File: config.mk
export PLATFORM = sky130hd
export DESIGN_NAME = bmp_rgb565_stream_parser_top
export DESIGN_NICKNAME = d
export VERILOG_FILES = /design/src/rtl/bmp_pkg.sv /design/src/rtl/bmp_rgb565_stream_parser_top.sv /design/src/rtl/bmp_core.sv
export SDC_FILE = /design/constraint.sdc
export NUM_CORES = 2
export LEC_CHECK = 0
export BUFFER_PORTS_ARGS = -buffer_cell sky130_fd_sc_hd__buf_2
export CELL_PAD_IN_SITES_DETAIL_PLACEMENT = 1
export CELL_PAD_IN_SITES_GLOBAL_PLACEMENT = 2
export CORE_ASPECT_RATIO = 1.75
export CORE_MARGIN = 2
export CORE_UTILIZATION = 43
export CTS_BUF_LIST = sky130_fd_sc_hd__clkbuf_8 sky130_fd_sc_hd__clkbuf_16
export DETAILED_ROUTE_END_ITERATION = 16
export GPL_TIMING_DRIVEN = 0
export HOLD_SLACK_MARGIN = 0.06
export PLACE_DENSITY_LB_ADDON = 0.1
export REMOVE_ABC_BUFFERS = 1
export SLEW_MARGIN = 20
export SYNTH_ARGS = -nofsm -noshare
export SYNTH_HDL_FRONTEND = slang
export SYNTH_SLANG_ARGS = --single-unit
File: constraint.sdc
create_clock -name clk_i -period 49.6 [get_ports clk_i]
set_input_delay 0 -clock clk_i [delete_from_list [all_inputs] [get_ports clk_i]]
set_output_delay 0 -clock clk_i [all_outputs]
set_load 0.005 [all_outputs]
File: src/rtl/bmp_pkg.sv
// package: payload types, item indexes, result kinds, error codes and header constants
`default_nettype none
package bmp_pkg;

  typedef struct packed {
    logic [7:0] data_byte;
    logic       end_of_file;
    logic       first_byte;
  } in_item_t;

  typedef struct packed {
    logic [1:0]         kind;
    logic [15:0]        pixel;
    logic [3:0]         error_code;
    logic signed [31:0] image_width;
    logic signed [31:0] image_height;
  } out_item_t;

  // result kinds
  localparam logic [1:0] KIND_PIXEL    = 2'd0;
  localparam logic [1:0] KIND_FINISHED = 2'd1;
  localparam logic [1:0] KIND_ERROR    = 2'd2;

  // error codes
  localparam logic [3:0] ERR_TRUNCATED    = 4'd0;
  localparam logic [3:0] ERR_MAGIC        = 4'd1;
  localparam logic [3:0] ERR_FILESIZE     = 4'd2;
  localparam logic [3:0] ERR_OFFSET       = 4'd3;
  localparam logic [3:0] ERR_OVERLAP      = 4'd4;
  localparam logic [3:0] ERR_DIBSIZE      = 4'd5;
  localparam logic [3:0] ERR_WIDTH        = 4'd6;
  localparam logic [3:0] ERR_HEIGHT       = 4'd7;
  localparam logic [3:0] ERR_PLANES       = 4'd8;
  localparam logic [3:0] ERR_BPP          = 4'd9;
  localparam logic [3:0] ERR_COMPRESSION  = 4'd10;
  localparam logic [3:0] ERR_IMAGESIZE    = 4'd11;
  localparam logic [3:0] ERR_MASK         = 4'd12;
  localparam logic [3:0] ERR_OFFSET_SHORT = 4'd13;

  // parse items
  localparam logic [4:0] IT_MAGIC   = 5'd0;
  localparam logic [4:0] IT_FSIZE   = 5'd1;
  localparam logic [4:0] IT_RES0    = 5'd2;
  localparam logic [4:0] IT_RES1    = 5'd3;
  localparam logic [4:0] IT_OFFSET  = 5'd4;
  localparam logic [4:0] IT_DIB     = 5'd5;
  localparam logic [4:0] IT_WIDTH   = 5'd6;
  localparam logic [4:0] IT_HEIGHT  = 5'd7;
  localparam logic [4:0] IT_PLANES  = 5'd8;
  localparam logic [4:0] IT_BPP     = 5'd9;
  localparam logic [4:0] IT_COMP    = 5'd10;
  localparam logic [4:0] IT_IMGSIZE = 5'd11;
  localparam logic [4:0] IT_MASK_R  = 5'd16;
  localparam logic [4:0] IT_MASK_G  = 5'd17;
  localparam logic [4:0] IT_MASK_B  = 5'd18;
  localparam logic [4:0] IT_GAP     = 5'd19;
  localparam logic [4:0] IT_ROW     = 5'd20;
  localparam logic [4:0] IT_PAD     = 5'd21;
  localparam logic [4:0] IT_TAIL    = 5'd22;
  localparam logic [4:0] IT_DONE    = 5'd23;

  localparam logic [31:0] HDR_END  = 32'd66;
  localparam logic [31:0] MAGIC_BM = 32'h0000_4D42;
  localparam logic [31:0] MASK_R   = 32'h0000_F800;
  localparam logic [31:0] MASK_G   = 32'h0000_07E0;
  localparam logic [31:0] MASK_B   = 32'h0000_001F;
  localparam logic [31:0] DIB_MIN  = 32'd40;

  function automatic logic [31:0] mag32(input logic [31:0] v);
    return v[31] ? (32'd0 - v) : v;
  endfunction

endpackage
`default_nettype wire

File: src/rtl/bmp_rgb565_stream_parser_top.sv
// top level: byte stream in, pixel / finished / error transactions out
// usage:
// - input channel carries one file byte per transaction, or an end-of-file mark;
//   first_byte restarts parsing with that byte at file offset zero
// - output channel carries at most one transaction per input byte: a pixel,
//   a finished report or an error report with its code
// - one byte is taken every cycle while in_stall_o is low; the result of a byte appears in the output
//   register on the cycle after its transaction
// - the finished report for a file whose last byte is a pixel comes on the
//   next input transaction without first_byte
// - all header checks and pixel assembly run in combinational step logic
//   between the parse state registers and the output register
// - reset puts the parser at the magic number with an empty output register
// - when the receiver stalls a held result, in_stall_o rises and no byte is
//   taken until the result leaves
`default_nettype none
module bmp_rgb565_stream_parser_top (
  input  wire logic               clk_i,
  input  wire logic               rst_ni,
  input  wire logic               in_valid_i,
  output logic                    in_stall_o,
  input  wire bmp_pkg::in_item_t  in_data_i,
  output logic                    out_valid_o,
  input  wire logic               out_stall_i,
  output bmp_pkg::out_item_t      out_data_o
);

  logic               accept;
  logic               res_valid;
  bmp_pkg::out_item_t res;
  logic               out_valid_q, out_valid_d;
  bmp_pkg::out_item_t out_data_q;

  assign in_stall_o = out_valid_q && out_stall_i;
  assign accept     = in_valid_i && !in_stall_o;

  bmp_core u_core (
    .clk_i       (clk_i),
    .rst_ni      (rst_ni),
    .step_i      (accept),
    .in_i        (in_data_i),
    .res_valid_o (res_valid),
    .res_o       (res)
  );

  always_comb begin
    out_valid_d = out_valid_q;
    if (accept) begin
      out_valid_d = res_valid;
    end else if (!out_stall_i) begin
      out_valid_d = 1'b0;
    end
  end

  always_ff @(posedge clk_i or negedge rst_ni) begin
    if (!rst_ni) begin
      out_valid_q <= 1'b0;
    end else begin
      out_valid_q <= out_valid_d;
    end
  end

  always_ff @(posedge clk_i) begin
    if (accept && res_valid) begin
      out_data_q <= res;
    end
  end

  assign out_valid_o = out_valid_q;
  assign out_data_o  = out_data_q;

endmodule
`default_nettype wire

File: src/rtl/bmp_core.sv
// parse state registers and the per-byte step logic
`default_nettype none
module bmp_core (
  input  wire logic               clk_i,
  input  wire logic               rst_ni,
  input  wire logic               step_i,
  input  wire bmp_pkg::in_item_t  in_i,
  output logic                    res_valid_o,
  output bmp_pkg::out_item_t      res_o
);

  logic [4:0]  idx_q, idx_d;
  logic [31:0] bc_q, bc_d, start_q, start_d, acc_q, acc_d, skip_q, skip_d;
  logic [31:0] fsize_q, fsize_d, pstart_q, pstart_d, w_q, w_d, h_q, h_d, ib_q, ib_d;
  logic        stop_q, stop_d;
  logic [63:0] prod_q, prod_d;

  logic [31:0] pos, nlen, aw, ah, v, room;
  logic [33:0] flen;
  logic [39:0] pp;
  logic [63:0] pfull, pm;
  logic [64:0] want;
  logic        err_hit, pix_ready, enter_row;
  logic [3:0]  err_code;
  logic [15:0] pix;
  logic [1:0]  kind;

  always_comb begin
    idx_d = idx_q; bc_d = bc_q; start_d = start_q; acc_d = acc_q; skip_d = skip_q;
    fsize_d = fsize_q; pstart_d = pstart_q; w_d = w_q; h_d = h_q; ib_d = ib_q;
    stop_d = stop_q; prod_d = prod_q;
    pos = '0; nlen = '0; aw = '0; ah = '0; v = '0; room = '0; flen = '0; pp = '0;
    pfull = '0; pm = '0; want = '0; err_hit = 1'b0; err_code = bmp_pkg::ERR_TRUNCATED;
    pix_ready = 1'b0; enter_row = 1'b0; pix = '0; kind = bmp_pkg::KIND_PIXEL;
    res_valid_o = 1'b0;
    if (step_i) begin
      if (in_i.first_byte) begin
        idx_d = bmp_pkg::IT_MAGIC; bc_d = '0; start_d = '0; acc_d = '0; skip_d = '0;
        fsize_d = bmp_pkg::HDR_END; pstart_d = bmp_pkg::HDR_END; w_d = '0; h_d = '0;
        ib_d = '0; stop_d = 1'b0; prod_d = '0;
      end
      if (stop_d) begin
        // ignored until restart
      end else if (idx_d == bmp_pkg::IT_DONE) begin
        stop_d = 1'b1; res_valid_o = 1'b1; kind = bmp_pkg::KIND_FINISHED;
      end else if (in_i.end_of_file) begin
        stop_d = 1'b1; res_valid_o = 1'b1; kind = bmp_pkg::KIND_ERROR;
        err_code = bmp_pkg::ERR_TRUNCATED;
      end else begin
        pos = bc_d - start_d;
        aw = bmp_pkg::mag32(w_d);
        if (idx_d == bmp_pkg::IT_ROW) begin
          acc_d = acc_d | (32'(in_i.data_byte) << {pos[0], 3'b000});
          if (pos[0]) begin
            pix_ready = 1'b1;
            pix = acc_d[15:0];
            acc_d = '0;
          end
        end else if (idx_d < bmp_pkg::IT_GAP) begin
          acc_d = acc_d | (32'(in_i.data_byte) << {pos[1:0], 3'b000});
        end
        // width times raw height, one byte partial product per cycle in which a byte is taken
        if (idx_d == bmp_pkg::IT_HEIGHT) begin
          pp = 40'(aw) * 40'(in_i.data_byte);
          pfull = prod_d + (64'(pp) << {pos[1:0], 3'b000});
          prod_d = pfull;
        end
        bc_d = bc_d + 32'd1;
        nlen = bc_d - start_d;
        case (idx_d)
          bmp_pkg::IT_MAGIC, bmp_pkg::IT_RES0, bmp_pkg::IT_RES1,
          bmp_pkg::IT_PLANES, bmp_pkg::IT_BPP:                    flen = 34'd2;
          bmp_pkg::IT_GAP, bmp_pkg::IT_PAD, bmp_pkg::IT_TAIL:     flen = 34'(skip_d);
          bmp_pkg::IT_ROW:                                        flen = {1'b0, aw, 1'b0};
          default:                                                flen = 34'd4;
        endcase
        if ({2'b00, nlen} == flen) begin
          v = acc_d;
          room = fsize_d - pstart_d;
          case (idx_d)
            bmp_pkg::IT_MAGIC: begin
              if (v != bmp_pkg::MAGIC_BM) begin err_hit = 1'b1; err_code = bmp_pkg::ERR_MAGIC; end
            end
            bmp_pkg::IT_FSIZE: begin
              if (v < bmp_pkg::HDR_END) begin
                err_hit = 1'b1; err_code = bmp_pkg::ERR_FILESIZE;
              end else begin
                fsize_d = v;
              end
            end
            bmp_pkg::IT_OFFSET: begin
              if (v > fsize_d) begin
                err_hit = 1'b1; err_code = bmp_pkg::ERR_OFFSET;
              end else if (v < bmp_pkg::HDR_END) begin
                err_hit = 1'b1; err_code = bmp_pkg::ERR_OFFSET_SHORT;
              end else begin
                pstart_d = v;
              end
            end
            bmp_pkg::IT_DIB: begin
              if (v > pstart_d - 32'd14) begin
                err_hit = 1'b1; err_code = bmp_pkg::ERR_OVERLAP;
              end else if (v < bmp_pkg::DIB_MIN) begin
                err_hit = 1'b1; err_code = bmp_pkg::ERR_DIBSIZE;
              end
            end
            bmp_pkg::IT_WIDTH: begin
              if (v == '0 || {1'b0, bmp_pkg::mag32(v), 1'b0} > {2'b00, room}) begin
                err_hit = 1'b1; err_code = bmp_pkg::ERR_WIDTH;
              end else begin
                w_d = v;
              end
            end
            bmp_pkg::IT_HEIGHT: begin
              ah = bmp_pkg::mag32(v);
              // negative height: aw*|h| = aw*2^32 - aw*h
              pm = v[31] ? ({aw, 32'd0} - pfull) : pfull;
              if (ah > room || {pm, 1'b0} > {33'd0, room}) begin
                err_hit = 1'b1; err_code = bmp_pkg::ERR_HEIGHT;
              end else begin
                h_d = v;
                prod_d = pm;
              end
            end
            bmp_pkg::IT_PLANES: begin
              if (v != 32'd1) begin err_hit = 1'b1; err_code = bmp_pkg::ERR_PLANES; end
            end
            bmp_pkg::IT_BPP: begin
              if (v != 32'd16) begin err_hit = 1'b1; err_code = bmp_pkg::ERR_BPP; end
            end
            bmp_pkg::IT_COMP: begin
              if (v != 32'd3) begin err_hit = 1'b1; err_code = bmp_pkg::ERR_COMPRESSION; end
            end
            bmp_pkg::IT_IMGSIZE: begin
              // padded row is 2*(aw + aw odd)
              ah = bmp_pkg::mag32(h_d);
              want = {prod_d, 1'b0} + (w_d[0] ? {32'd0, ah, 1'b0} : 65'd0);
              if ({33'd0, v} != want || want > {33'd0, room}) begin
                err_hit = 1'b1; err_code = bmp_pkg::ERR_IMAGESIZE;
              end else begin
                ib_d = v;
              end
            end
            bmp_pkg::IT_MASK_R: begin
              if (v != bmp_pkg::MASK_R) begin err_hit = 1'b1; err_code = bmp_pkg::ERR_MASK; end
            end
            bmp_pkg::IT_MASK_G: begin
              if (v != bmp_pkg::MASK_G) begin err_hit = 1'b1; err_code = bmp_pkg::ERR_MASK; end
            end
            bmp_pkg::IT_MASK_B: begin
              if (v != bmp_pkg::MASK_B) begin err_hit = 1'b1; err_code = bmp_pkg::ERR_MASK; end
            end
            default: ;
          endcase
          if (err_hit) begin
            stop_d = 1'b1; res_valid_o = 1'b1; kind = bmp_pkg::KIND_ERROR; pix = '0;
          end else begin
            acc_d = '0;
            if (idx_d == bmp_pkg::IT_TAIL || bc_d == fsize_d) begin
              res_valid_o = 1'b1;
              if (pix_ready) begin
                idx_d = bmp_pkg::IT_DONE;
                kind = bmp_pkg::KIND_PIXEL;
              end else begin
                stop_d = 1'b1;
                kind = bmp_pkg::KIND_FINISHED;
              end
            end else begin
              enter_row = {1'b0, bc_d} < (33'(pstart_d) + 33'(ib_d));
              case (idx_d)
                bmp_pkg::IT_MASK_B: begin
                  skip_d = pstart_d - bc_d;
                  if (skip_d != '0) begin
                    idx_d = bmp_pkg::IT_GAP;
                  end else if (enter_row) begin
                    idx_d = bmp_pkg::IT_ROW;
                  end else begin
                    idx_d = bmp_pkg::IT_TAIL; skip_d = fsize_d - bc_d;
                  end
                end
                bmp_pkg::IT_GAP, bmp_pkg::IT_PAD: begin
                  if (enter_row) begin
                    idx_d = bmp_pkg::IT_ROW;
                  end else begin
                    idx_d = bmp_pkg::IT_TAIL; skip_d = fsize_d - bc_d;
                  end
                end
                bmp_pkg::IT_ROW: begin
                  if (w_d[0]) begin
                    idx_d = bmp_pkg::IT_PAD; skip_d = 32'd2;
                  end else if (enter_row) begin
                    idx_d = bmp_pkg::IT_ROW;
                  end else begin
                    idx_d = bmp_pkg::IT_TAIL; skip_d = fsize_d - bc_d;
                  end
                end
                default: idx_d = idx_d + 5'd1;
              endcase
              start_d = bc_d;
              if (pix_ready) begin
                res_valid_o = 1'b1; kind = bmp_pkg::KIND_PIXEL;
              end
            end
          end
        end else if (pix_ready) begin
          res_valid_o = 1'b1; kind = bmp_pkg::KIND_PIXEL;
        end
      end
    end
    res_o.kind         = kind;
    res_o.pixel        = (kind == bmp_pkg::KIND_PIXEL) ? pix : 16'd0;
    res_o.error_code   = (kind == bmp_pkg::KIND_ERROR) ? err_code : bmp_pkg::ERR_TRUNCATED;
    res_o.image_width  = w_d;
    res_o.image_height = h_d;
  end

  always_ff @(posedge clk_i or negedge rst_ni) begin
    if (!rst_ni) begin
      idx_q <= bmp_pkg::IT_MAGIC; bc_q <= '0; start_q <= '0; acc_q <= '0; skip_q <= '0;
      fsize_q <= bmp_pkg::HDR_END; pstart_q <= bmp_pkg::HDR_END; w_q <= '0; h_q <= '0;
      ib_q <= '0; stop_q <= 1'b0; prod_q <= '0;
    end else begin
      idx_q <= idx_d; bc_q <= bc_d; start_q <= start_d; acc_q <= acc_d; skip_q <= skip_d;
      fsize_q <= fsize_d; pstart_q <= pstart_d; w_q <= w_d; h_q <= h_d;
      ib_q <= ib_d; stop_q <= stop_d; prod_q <= prod_d;
    end
  end

endmodule
`default_nettype wire

; Word level (Yosys, flattened, before mapping)
; Cells that the tools add are included.
[op_classes]
n_mux = 215
n_eq_ne = 31
mul = 1
reduce_logical = 17
addsub = 15
n_shift = 3
bitwise_logic = 6
n_lt_le_gt_ge = 10
[op_table]
columns = op, n
row1 = 32-bit two-way mux, 103
row2 = 64-bit two-way mux, 19
row3 = 34-bit two-way mux, 4
row4 = 65-bit by 32-bit > comparator with 1-bit output, 2
row5 = 32-bit subtractor, 4
row6 = 33-bit one-hot mux with 3 select lines, 1
row7 = 32-bit > comparator, 3
row8 = 32-bit one-hot mux with 3 select lines, 1
row9 = "1-bit by 32-bit subtractor with 32-bit output, first input constant", 3
row10 = 65-bit adder, 1
row11 = 32-bit by 65-bit != test with 1-bit output, 1
row12 = 64-bit adder, 1
row13 = 16-bit two-way mux, 4
row14 = "32-bit by 5-bit != test with 1-bit output, second input constant", 2
row15 = 32-bit bitwise OR, 2
row16 = 40-bit by 5-bit left shift with 64-bit output, 1
row17 = 64-bit subtractor, 1
row18 = 4-bit one-hot mux with 13 select lines, 1
row19 = 5-bit two-way mux, 10
row20 = 1-bit two-way mux, 47
row21 = "5-bit equality test, second input constant", 8
row22 = 32-bit by 8-bit multiplier with 40-bit output, 1
row23 = 4-bit two-way mux, 10
row24 = 32-bit by 34-bit equality test with 1-bit output, 1
row25 = 41 further kinds, 67
[totals]
register_bits = 445
input_bits = 14
out_inout_bits = 88

; Longest topological paths before layout
[depth]
ltp_word = 35
depth_mapped = 107
ltp_nobuf = 95

; By module
; Synthesis repeated with hierarchy kept, for this count alone.
[hier_totals]
cells_unflattened = 7403
area_unflattened_um2 = 59010.3
[modules_own_cells]
columns = mod, area_per_inst_um2, instances, cells_per_inst
row1 = bmp_core, 56364.1, 1, 7311
row2 = bmp_rgb565_stream_parser_top, 2646.3, 1, 92

; Worst setup path before layout
; Ideal clock, no wire load.
[synth_path]
kind = in2reg
startpoint = input port in_data_i[0] in the netlist's numbering
endpoint = register u_core.skip_q[15]
setup_ps = 133
cell_stages = 97
n_path_buf = 17
arrival_ps = 20271
slack_ps = 29196
required_ps = 49467
path_cell_list = clkbuf_1 -> buf_1 -> clkbuf_1 -> clkbuf_1 -> buf_2 -> buf_1 -> clkbuf_1 -> clkbuf_1 -> clkbuf_1 -> clkbuf_1 -> clkbuf_1 -> buf_1 -> nor3_1 -> fa_1 -> fa_1 -> fa_1 -> inv_1 -> fa_1 -> (+61 left out) -> a2111oi_0 -> nor3_1 -> a311oi_1 -> o31ai_1 -> a21o_1 -> a21oi_1 -> xor2_1 -> ha_1 -> nand4_1 -> nor4_1 -> o2111ai_1 -> a2111o_1 -> a21oi_1 -> clkbuf_1 -> clkbuf_1 -> a22oi_1 -> a31oi_1 -> o21ai_0
[synth_between]
elab_chain_cells = 33
[synth_rtl]
columns = element, line_no
row1 = start: declaration, bmp_rgb565_stream_parser_top.sv:22  ; input wire bmp_pkg::in_item_t in_data_i,
row2 = 32-bit two-way mux, bmp_core.sv:37  ; if (in_i.first_byte) begin
row3 = 32-bit two-way mux, bmp_core.sv:36  ; if (step_i) begin
row4 = 1-bit by 32-bit subtractor with 32-bit output, bmp_pkg.sv:70  ; return v[31] ? (32'd0 - v) : v;
row5 = 32-bit two-way mux, bmp_pkg.sv:70
row6 = 32-bit by 8-bit multiplier with 40-bit output, bmp_core.sv:64  ; pp = 40'(aw) * 40'(in_i.data_byte);
row7 = 40-bit by 5-bit left shift with 64-bit output, bmp_core.sv:65  ; pfull = prod_d + (64'(pp) << {pos[1:0], 3'b000});
row8 = 64-bit adder, bmp_core.sv:65
row9 = 64-bit two-way mux, bmp_core.sv:63  ; if (idx_d == bmp_pkg::IT_HEIGHT) begin
row10 = (+17 left out), n/a
row11 = "32-bit two-way mux, on equally long branches", "bmp_core.sv:189, bmp_core.sv:173"
row12 = 32-bit one-hot mux with 3 select lines, bmp_core.sv:170  ; case (idx_d)
row13 = 32-bit two-way mux, bmp_core.sv:159  ; if (idx_d == bmp_pkg::IT_TAIL || bc_d == fsize_d) begin
row14 = 32-bit two-way mux, bmp_core.sv:155  ; if (err_hit) begin
row15 = 32-bit two-way mux, bmp_core.sv:77  ; if ({2'b00, nlen} == flen) begin
row16 = 32-bit two-way mux, bmp_core.sv:46  ; end else if (in_i.end_of_file) begin
row17 = 32-bit two-way mux, bmp_core.sv:44  ; end else if (idx_d == bmp_pkg::IT_DONE) begin
row18 = 32-bit two-way mux *, bmp_core.sv:42  ; if (stop_d) begin
row19 = end signal: assignment, bmp_core.sv:219  ; idx_q <= bmp_pkg::IT_MAGIC; bc_q <= '0; start_q <= '0; acc_q <= '0; skip_q <= '0;
row20 = end signal: assignment, bmp_core.sv:223  ; idx_q <= idx_d; bc_q <= bc_d; start_q <= start_d; acc_q <= acc_d; skip_q <= skip_d;
row21 = end: declaration, bmp_core.sv:13  ; logic [31:0] bc_q, bc_d, start_q, start_d, acc_q, acc_d, skip_q, skip_d;
; Every way passes the cells marked *; elsewhere a longest branch is shown, timed or not. The select of a mux whose other input is x is not followed.
; A chain may end at the register's enable or synchronous reset.

; Worst setup path after layout
[layout_path]
startpoint = input port in_data_i[0] in the netlist's numbering
endpoint = register u_core.skip_q[19]
; Same word-level chain as after synthesis.

==> impl_results.md <==
- Outcome: finished clean
- Max Cap Viol: 0
- Fmax: 0.03526 GHz
- Clock transition at path regs: 0.07 ns
- Synth-to-layout area growth: 9.978%
- DRC: 0
- Required time worst endpoint: 50.22 ns
- Core ar.: 0.1359 sq mm
- Drt initial violations: 4143
- Average vias per placed instance: 6.575
- Mapped Cells: 7542
- Final nets: 8218
- Synth Warn #: 0
- Post-DP HPWL: 242500 um
- Routed wire length: 301600 um
- Adder-cell share of the synthesized area: 18.55%
- PortBufs: 101
- Worst Max-Slew Pin Slew: 1.283 ns
- Worst Skew: 0.04182 ns
- Die W: 284.0 um
- Largest net degree at the start of global routing: 145
- DRT met1 WL: 104300 um
- Largest stage delay, worst path: 0.99 ns
- Met3 wire len: 15210 um
- Top layer reached by signal wires: met5
- Post-synth EDFFs: 86
- Pwr dens: 17.13 mW/mm^2
- CTS tree: done
- Clock latency on the worst-skew pair: 0.71 ns
- Clk sinks: 445
- Starting Density: 43.38%
- First-pass GRT wire length: 430500 um
- Crit path capture type: flip-flop
- Largest family of logic cells by synthesized area: compound AO/OA/AOI/OAI gates
- Synth cell types: 100
- Complex-gate fraction of the synthesized area: 23.57%
- Part of the cycle the worst path needs: 57.19%
- Most frequent cells in the layout: nand2_1 (829), ha_1 (574), nor2_1 (523), o21ai_0 (493), a21oi_1 (454)
- RSZ-0062 raised after global routing: false
- Register area share after synthesis: 19.62%
- CP startpoint kind: primary input
- Simple-gate share of the synthesized area: 23.49%
- Main synth FF type: dfrtp_1
- Routability Congestion: 1.006
- Max VDD drop: 0.03130 mV
- Slew headroom: 13.70%
- Layout Utilization: 47.71%
- Mapped Area: 0.05898 sq mm
- I/O pin count: 102
- Routed len/inst: 32.41 um
- Asr flop ratio synth: 80.67%
- Drt first pass iters: 6
- Hold crit path type: in2reg
- Commonest non-fill, non-tap cell in the layout: nand2_1
- Die ar.: 0.1402 sq mm
- Crit path DAT: 28.99 ns
- #FFs+latches synth: 445
- CP max FO: 144
- Leakage: 29.70 nW
- Slew Viols, Final: 0
- Die height: 493.9 um
- Row count: 179
- Mux contribution to synthesized area: 2.516%
- Worst hold margin: 0.1699 ns
- CP max-delay cell: nor3_1
- Minimum clock period: 28.36 ns
- Syn avg cell area: 7.820 sq um
- Final ANT Viol Nets: 0
- Endpoints failing setup: 0
- Clk Tree Root Cell: clkbuf_16
- Fin. Hold Viols: 0
- Layout cells sized above 1: 6.974%
- H-tree depth: 2
- Post-Synth XOR/XNOR Area: 7.035%
- Met2 WL: 145900 um
- Critical path class: in2reg
- Initial antenna violation count: 18
- Via Count: 61.18k
- Number of global-route vias before repair: 63.54k
- Total congestion overflow: 0
- Total CTS buffers: 52
- Max clock buf depth: 3
- Total track usage: 41.82%
[power by group]
| group | internal, mW | switching [mW] |
|---|---|---|
| Sequential | 0.378 | 0.00512 |
| Clock | 0.244 | 0.201 |
| Combinational | 0.0852 | 0.198 |
[worst max-delay path: cells and delay by family]
| family | cells | cell delay [ns] |
|---|---|---|
| buffers and inverters | 18 | 3.98 |
| AOI/OAI and AO/OA | 36 | 10.17 |
| adders and majority gates | 10 | 4.23 |
| xor gates and xnor gates | 3 | 1.51 |
| and+or+nand+nor | 24 | 7.58 |
| muxes | 3 | 1.09 |
[per-stage QoR]
step | setup WS [ns] | area [sq um] | power [mW] | std cells | TNS, ns
final | 21.24 | 64860 | 1.111 | 9305 | 0
after global routing | 20.69 | 64840 | 1.132 | 9299 | 0
after CTS | 21.91 | 64740 | 1.105 | 9294 | 0
after detailed placement | 21.97 | 62790 | 0.6619 | 9189 | 0
after global placement | -8.250 | 60310 | 0.6374 | 9079 | -258.15
after floorplan | 23.16 | 57540 | 0.5225 | 7168 | 0
[Yosys cell counts, drive strengths merged (66+ instances only)]
master | number | area, sq um
o31ai | 69 | 518.0
a21o | 203 | 1524
nand3 | 197 | 986.0
fa | 187 | 3744
nand2b | 66 | 412.9
mux2i | 128 | 1281
dfrtp | 355 | 8884
nor2b | 179 | 1120
nand4 | 134 | 838.3
and2 | 126 | 788.3
inv | 426 | 1599
a31oi | 73 | 462.9
nor2 | 533 | 2003
a22oi | 72 | 540.5
and3 | 76 | 475.5
o21a | 92 | 690.7
edfxtp | 86 | 2582
nor3 | 310 | 1551
xnor2 | 281 | 2484
nand2 | 836 | 3138
a21oi | 468 | 2357
o21ai | 531 | 2658
a22o | 170 | 1489
clkbuf | 311 | 1167
ha | 575 | 7194
xor2 | 179 | 1575
nor4 | 75 | 484.2
[registers in the layout, indices dropped and copies added (netlist names)]
name / count
u_core.stop_q: 1
u_core.skip_q: 32
u_core.ib_q: 32
u_core.fsize_q: 32
u_core.w_q: 32
u_core.pstart_q: 32
u_core.idx_q: 5
u_core.start_q: 32
out_valid_o: 1
u_core.acc_q: 32
u_core.prod_q: 64
u_core.bc_q: 32
u_core.h_q: 32
out_data_o: 86
[repair_timing]
item                      in CTS  in global routing
gates resized for setup        0                  0
buffers inserted               0                  0
hold buffers                   8                  0
hold endpoints to repair     239                  0
[kinds of logic after synthesis]
kind of cell | after synthesis
AND/OR/NAND/NOR | 2802
AO/OA/AOI/OAI | 2110
buffers and inverters | 813
adder cells (fa/ha/maj) | 762
XOR/XNOR | 464
flip-flops | 445
multiplexers | 146
[per-layer routing]
metal / vias up / global-route usage [%]
li1: 27080 / -
met1: 30760 / 42.39
met2: 2259 / 72.51
met3: 1066 / 6.250
met4: 10 / 41.47
met5: - / 0
[cell type report]
cell class | instances | area (sq um)
clock inverters | 40 | 469.2
well taps | 1810 | 2265
inverters | 439 | 1657
repair buffers | 220 | 2525
multi-input cells | 6284 | 44970
flip-flops and latches | 445 | 11570
fillers | 16610 | 71090
clock buffers | 57 | 1381
diodes | 10 | 25.02
[path summary, 6_finish.rpt]
kind | from | end | slack [ns] | cells after the start
setup / recovery | in_data_i[0] | u_core.skip_q[19]$_DFFE_PN0P_ | 21.24 | 94
hold / removal | out_stall_i | out_valid_o$_DFFE_PN0P_ | 0.17 | 4
setup reg to reg | u_core.w_q[3]$_DFF_PN0_ | u_core.skip_q[19]$_DFFE_PN0P_ | 21.30 | 91
hold reg to reg | u_core.prod_q[39]$_DFFE_PN0P_ | u_core.prod_q[39]$_DFFE_PN0P_ | 0.48 | 2
max in group asynchronous | rst_ni | u_core.ib_q[28]$_DFFE_PN0P_ | 47.88 | 6
min in group asynchronous | rst_ni | u_core.fsize_q[6]$_DFFE_PN1P_ | 0.49 | 3
Power figures use the tool's default switching activity.
